## config.mk

```make
export PLATFORM = sky130hd
export DESIGN_NAME = nntb_ctrl
export DESIGN_NICKNAME = d
export VERILOG_FILES = /design/src/hdl/nntb_pkg.sv /design/src/hdl/nntb_ctrl.sv
export SDC_FILE = /design/constraint.sdc
export NUM_CORES = 1
export LEC_CHECK = 0
export BUFFER_PORTS_ARGS = -buffer_cell sky130_fd_sc_hd__buf_2
export CELL_PAD_IN_SITES_DETAIL_PLACEMENT = 0
export CELL_PAD_IN_SITES_GLOBAL_PLACEMENT = 1
export CORE_UTILIZATION = 30
export CTS_CLUSTER_DIAMETER = 50
export CTS_CLUSTER_SIZE = 16
export DETAILED_ROUTE_END_ITERATION = 8
export MAX_ROUTING_LAYER = met4
export PLACE_DENSITY = 0.73
export SYNTH_ARGS = -nofsm -noshare
export SYNTH_HDL_FRONTEND = slang
export SYNTH_SLANG_ARGS = --single-unit
```

## constraint.sdc

```tcl
create_clock -name clk -period 2.4 [get_ports clk]
set_input_delay 0.24 -clock clk [delete_from_list [all_inputs] [get_ports clk]]
set_output_delay 0.24 -clock clk [all_outputs]
set_load 0.1 [all_outputs]
```

## src/hdl/nntb_pkg.sv

```systemverilog
// Shared widths and the controller/datapath command and status types.
`default_nettype none
package nntb_pkg;
	localparam int CITY_ID_W = 16;
	localparam int COORD_W   = 16;
	localparam int POS_W     = 6;
	localparam int LEN_W     = 23;
	localparam int DIST_W    = 17;
	localparam int SUMSQ_W   = 34;
	localparam int RT_STAGES = 17;

	typedef struct packed {
		logic take;
		logic emit;
		logic emit_final;
		logic scan_start;
		logic scan_close;
		logic advance;
	} cmd_t;

	typedef struct packed {
		logic accept_last;
		logic last_pos;
		logic out_free;
		logic scan_done;
	} stat_t;
endpackage
`default_nettype wire

```

## src/hdl/nntb_ctrl.sv

```systemverilog
// Controller: sequences loading, per-step scans, emission and the closing edge.
`default_nettype none
module nntb_ctrl (
	input  wire logic            clk,
	input  wire logic            arst_n,
	input  wire nntb_pkg::stat_t st,
	output nntb_pkg::cmd_t       cmd
);
	typedef enum logic [5:0] {
		S_IDLE  = 6'b000001,
		S_FETCH = 6'b000010,
		S_EMIT  = 6'b000100,
		S_SCAN  = 6'b001000,
		S_CLOSE = 6'b010000,
		S_FINAL = 6'b100000
	} state_t;

	state_t state_q, state_d;

	always_ff @(posedge clk or negedge arst_n) begin
		if (!arst_n) begin
			state_q <= S_IDLE;
		end else begin
			state_q <= state_d;
		end
	end

	always_comb begin
		state_d = state_q;
		cmd     = '0;
		unique case (state_q)
			S_IDLE: begin
				cmd.take = 1'b1;
				if (st.accept_last) state_d = S_FETCH;
			end
			S_FETCH: state_d = S_EMIT;
			S_EMIT: begin
				if (st.last_pos) begin
					cmd.scan_start = 1'b1;
					cmd.scan_close = 1'b1;
					state_d        = S_CLOSE;
				end else if (st.out_free) begin
					cmd.emit       = 1'b1;
					cmd.scan_start = 1'b1;
					state_d        = S_SCAN;
				end
			end
			S_SCAN: begin
				if (st.scan_done) begin
					cmd.advance = 1'b1;
					state_d     = S_FETCH;
				end
			end
			S_CLOSE: begin
				if (st.scan_done) state_d = S_FINAL;
			end
			S_FINAL: begin
				if (st.out_free) begin
					cmd.emit_final = 1'b1;
					state_d        = S_IDLE;
				end
			end
			default: state_d = S_IDLE;
		endcase
	end
endmodule
`default_nettype wire

```

Word-level counts from Yosys, hierarchy flattened

Cells that the tools add are included.

Input bits: 6
Memory bits (writable): 0
Output and inout port bits: 6
Memory bits (read-only): 0
Latch bits: 0
Register bits: 6
Memories: 0

Bitwise operators: 0
Shift operators: 0
Add/sub/neg operators: 0
Divide/modulo/power cells: 0
Multiply operators: 0
Equal/unequal tests: 11
Reductions and logical operators: 1
Magnitude comparators: 0
Multiplexer cells: 17

Operators with widths:

| operator                                                         | number |
|---|---|
| 6-bit two-way mux                                                | 6 |
| 6-bit one-hot mux with 6 select lines                            | 1 |
| 1-bit two-way mux                                                | 9 |
| 2-bit != test (second input constant)                            | 4 |
| 6-bit by 1-bit == test with 1-bit output (second input constant) | 1 |
| 6-bit by 2-bit == test with 1-bit output (second input constant) | 1 |
| 6-bit by 3-bit == test with 1-bit output (second input constant) | 1 |
| 6-bit by 4-bit == test with 1-bit output (second input constant) | 1 |
| 6-bit by 5-bit == test with 1-bit output (second input constant) | 1 |
| 6-bit == test (second input constant)                            | 1 |
| 5-bit AND reduction                                              | 1 |
| 3-bit != test (second input constant)                            | 1 |
| 2-bit two-way mux                                                | 1 |

Depth between registers and ports, before layout

Depth after elaboration: 3
Mapped depth: 5
Mapped depth without buffers: 4

Worst setup path after synthesis

No wires, ideal clock.

Kind: register to output
Start point: register state_q[3]
End point: output port cmd[3] in the netlist's numbering
Stages on the path, launching flop included: 5
Arrival time: 2.882 ns
Setup slack: -0.722 ns
Path buffers: 1
Cell sequence: dfrtp_1 -> buf_6 -> nor2_1 -> nand2_1 -> nor3_1

RTL lines:

| what                   | RTL line        | text |
|---|---|---|
| from (decl)            | nntb_ctrl.sv:18 | `state_t state_q, state_d;` |
| from (signal assigned) | nntb_ctrl.sv:24 | `state_q <= state_d;` |
| to (decl)              | nntb_ctrl.sv:7  | `output nntb_pkg::cmd_t cmd` |

==> flow_summary.rst <==
.. list-table::
   :header-rows: 1

   * - Metric
     - Value
   * - Outcome
     - finished clean
   * - Tmin final
     - 2.05 ns
   * - Detailed-router iteration count before antenna repair
     - 4
   * - CTS tree
     - built
   * - Post-detailed-route count of antenna-violating nets
     - 0
   * - Wirelength, routed
     - 1090 um
   * - Core Box Area
     - 0.00151 mm^2
   * - Synthesis-to-layout area growth
     - 17.0%
   * - Synthesized instance count
     - 58
   * - Final cycle utilization of the critical path
     - 85.6%
   * - Multi-input gate area in the final layout
     - 279 um^2
   * - Routability-driven placement congestion ratio
     - 0.803
   * - Hold violation total from the final report
     - 0
   * - Post-synth top flop
     - sky130_fd_sc_hd__dfrtp_1
   * - Layout cell share with drive strength beyond 1
     - roughly a third
   * - Static leakage
     - around 0.27 nW
   * - Critical Path Fanout Max
     - 8
   * - Total grt overflow
     - 0
   * - RSZ-0062 raised after global routing
     - false
   * - Insertion delay to the later sink of the worst-skew pair
     - around 0.24 ns
   * - Width of the die
     - ~42 um
   * - Reg clk slew, reported paths
     - approximately 0.050 ns
   * - Storage element area
     - approximately 150 um^2
   * - Root buf cell
     - sky130_fd_sc_hd__clkbuf_4
   * - Endpoint type of the worst setup path
     - output pin
   * - Hold slack final
     - between 0.2 and 0.3 ns
   * - Class of the most critical setup path
     - flop to output pin
   * - Max Fclk
     - between 0.4 and 0.5 GHz
   * - Buf+Inv Stages, Crit Path
     - 1
   * - Slowest cell on crit path
     - sky130_fd_sc_hd__dfrtp_1
   * - Number of buffers inserted during clock tree synthesis
     - 3
   * - Overall die height
     - approximately 42 um
   * - Initial cell density of the core
     - around 32%
   * - Die area
     - approximately 0.0018 mm^2
   * - Total of buffers placed on input and output ports
     - 11
   * - Total I/O pin count
     - 12
   * - CP Data Arrival Time
     - 1.81 ns
   * - Top flop regs
     - state_q: 6 flops
   * - Post-CTS Resized
     - 0
   * - Crit path launch type
     - flop
   * - Number of H-tree levels
     - 1
   * - Max Root-Sink Buffers
     - 2
   * - Flip-flop and latch count after synthesis
     - 6
   * - Drt via density
     - 5.41
   * - Power density of the placed cells
     - approximately 1200 mW/mm^2
   * - Sum of net half-perimeters after detailed placement
     - just over 800 um
   * - Pin count of the biggest net entering global routing
     - 12
   * - Setup bufs post-CTS
     - 0
   * - Fill cells
     - roughly 170
   * - Worst vdd rail ir drop
     - a little over 0.4 mV
   * - Synth async-reset ratio
     - 100%
   * - Final net count
     - 78
   * - Number of distinct library cell variants in the gate-level netlist after synthesis
     - 30
   * - Clock sink total
     - 6
   * - Sequential fraction of the synthesis area
     - 31.2%
   * - Wire length of the first global-routing pass
     - roughly 1800 um
   * - DR WL/cell
     - 12.5 um
   * - Register with the highest flop count
     - state_q
   * - Tot GR Track Use
     - 13.6%
   * - Final-layout setup total negative slack
     - 0 ns
   * - Hold WC Path Type
     - primary input to flop
   * - Total number of vias
     - between 400 and 500
   * - Number of nets in the synthesized netlist
     - 64
   * - Setup violations, final
     - 0
   * - Crit-path leading delay family
     - simple AND/OR/NAND/NOR gates
   * - Placement row count
     - 14
   * - Post-Synthesis Mean Instance Area
     - 8.37 um^2
   * - Cells traversed along the worst timing path
     - nor3_2, nand3_2, nor3b_2, buf_2
   * - Count of warnings emitted by yosys
     - 0
   * - Antenna violations before repair
     - 0
   * - Data required time of the worst path
     - 2.16 ns
   * - Number of flip-flops under the largest register name
     - 6
   * - Fin. max-slew vios
     - 0
   * - Worst clock skew
     - just under 0.0008 ns
   * - Count of flip-flops with a built-in enable after synthesis
     - 0
   * - Critical Path Max Stage Delay
     - 0.47 ns
   * - Number of design-rule violations left by the first detailed-router iteration
     - 13
   * - Via count of the first global-routing pass
     - approximately 380
   * - Slew HR
     - 67.9%
   * - Cell area after synthesis
     - ~490 um^2
   * - Antenna diode count
     - 0
   * - Number of max-capacitance violations reported
     - 0
   * - Slew at the pin with the worst max-slew slack
     - roughly 0.48 ns
   * - Remaining routing DRC violations
     - 0
==> repair_timing <==
action / 4_1_cts / 5_1_grt
endpoints found under the setup margin: 0 / 0
hold buffers: 1 / 0
endpoints found under the hold margin: 5 / 0
==> path summary, 6_finish.rpt <==
check                      startpoint         end  slack, ns  cells past startpoint
max                        state_q[3]      cmd[4]       0.35                      4
min                             st[1]  state_q[2]       0.26                      2
max reg2reg                state_q[4]  state_q[5]       1.05                      5
min reg2reg                state_q[2]  state_q[1]       0.65                      3
max in group asynchronous      arst_n  state_q[0]       1.83                      2
min in group asynchronous      arst_n  state_q[2]       0.35                      2
==> cell type report <==
cell class | instances | share of cell area (%)
Timing Repair Buffer | 14 | 14.1
Inverter | 3 | 1.98
Clock buffer | 4 | 4.63
Sequential cell | 6 | 26.7
Tap cell | 16 | 3.52
Multi-Input combinational cell | 44 | 49.1
==> per-layer routing <==
layer	part of all wire [%]	vias to the layer above	GRT usage [%]	wire, um
li1	-	232	-	-
met1	44	215	17.3	478
met2	47	22	21.2	512
met3	7.5	2	3.88	82
met4	1.3	0	3.75	14
met5	0	-	-	0
==> where the power goes <==
group / switching, mW / internal (mW)
registers: 0.0596 / 0.136
clock network: 0.0380 / 0.0631
logic: 0.254 / 0.117
==> metrics by stage <==
stage	utilization, %	cells	power [mW]	setup WS (ns)	cell area (um^2)
final	37.7	87	0.667	0.347	568
after global routing	37.7	87	0.709	0.217	568
after CTS	37.7	87	0.668	0.320	568
after detailed placement	35.3	82	0.564	0.586	532
after global placement	35.3	82	0.565	0.580	532
after floorplan	-	58	0.518	0.0474	490
==> synthesized netlist by cell type, types with 3 or more instances <==
cell                      number  area, um^2
sky130_fd_sc_hd__xor2_1        3        26.3
sky130_fd_sc_hd__nor2_1        8        30.0
sky130_fd_sc_hd__nand2_1       5        18.8
sky130_fd_sc_hd__dfrtp_1       5         125
sky130_fd_sc_hd__buf_6         3        33.8
sky130_fd_sc_hd__nand3_1       3        15.0
==> cell families (layout without fill, tap and decap cells) <==
logic type             after synthesis  count (layout)  share of synthesized area [%]
AND/OR/NAND/NOR                     32              32                           39.7
flip-flops                           6               6                           31.2
XOR/XNOR                             3               3                           5.41
AO/OA/AOI/OAI                        9               9                           11.3
buffers and inverters                8              21                           12.4
==> worst reg2reg max path, stage by stage, from the launching register on <==
cell,delay [ns]
sky130_fd_sc_hd__dfrtp_1,0.38
sky130_fd_sc_hd__buf_4,0.18
sky130_fd_sc_hd__nor3_2,0.24
sky130_fd_sc_hd__nand4b_1,0.21
sky130_fd_sc_hd__nand4_1,0.14
sky130_fd_sc_hd__a21oi_1,0.09
==> placed cells by master, fill, tap and decap left out, drive strengths merged <==
master	instances
buf	13
nor2	9
nand2	5
dfrtp	5
nor3	4
nand3	4
clkbuf	4
xor2	3
inv	3
nand4b	2
o21ai	2
a21oi	2
nor3b	2
and3	1
and4	1
a21o	1
o31ai	1
nand3b	1
or4b	1
o211ai	1
a31oi	1
o22ai	1
or3	1
nand4	1
dlygate4sd3	1
dfstp	1
No activity file was read; power rests on OpenSTA's default activity.
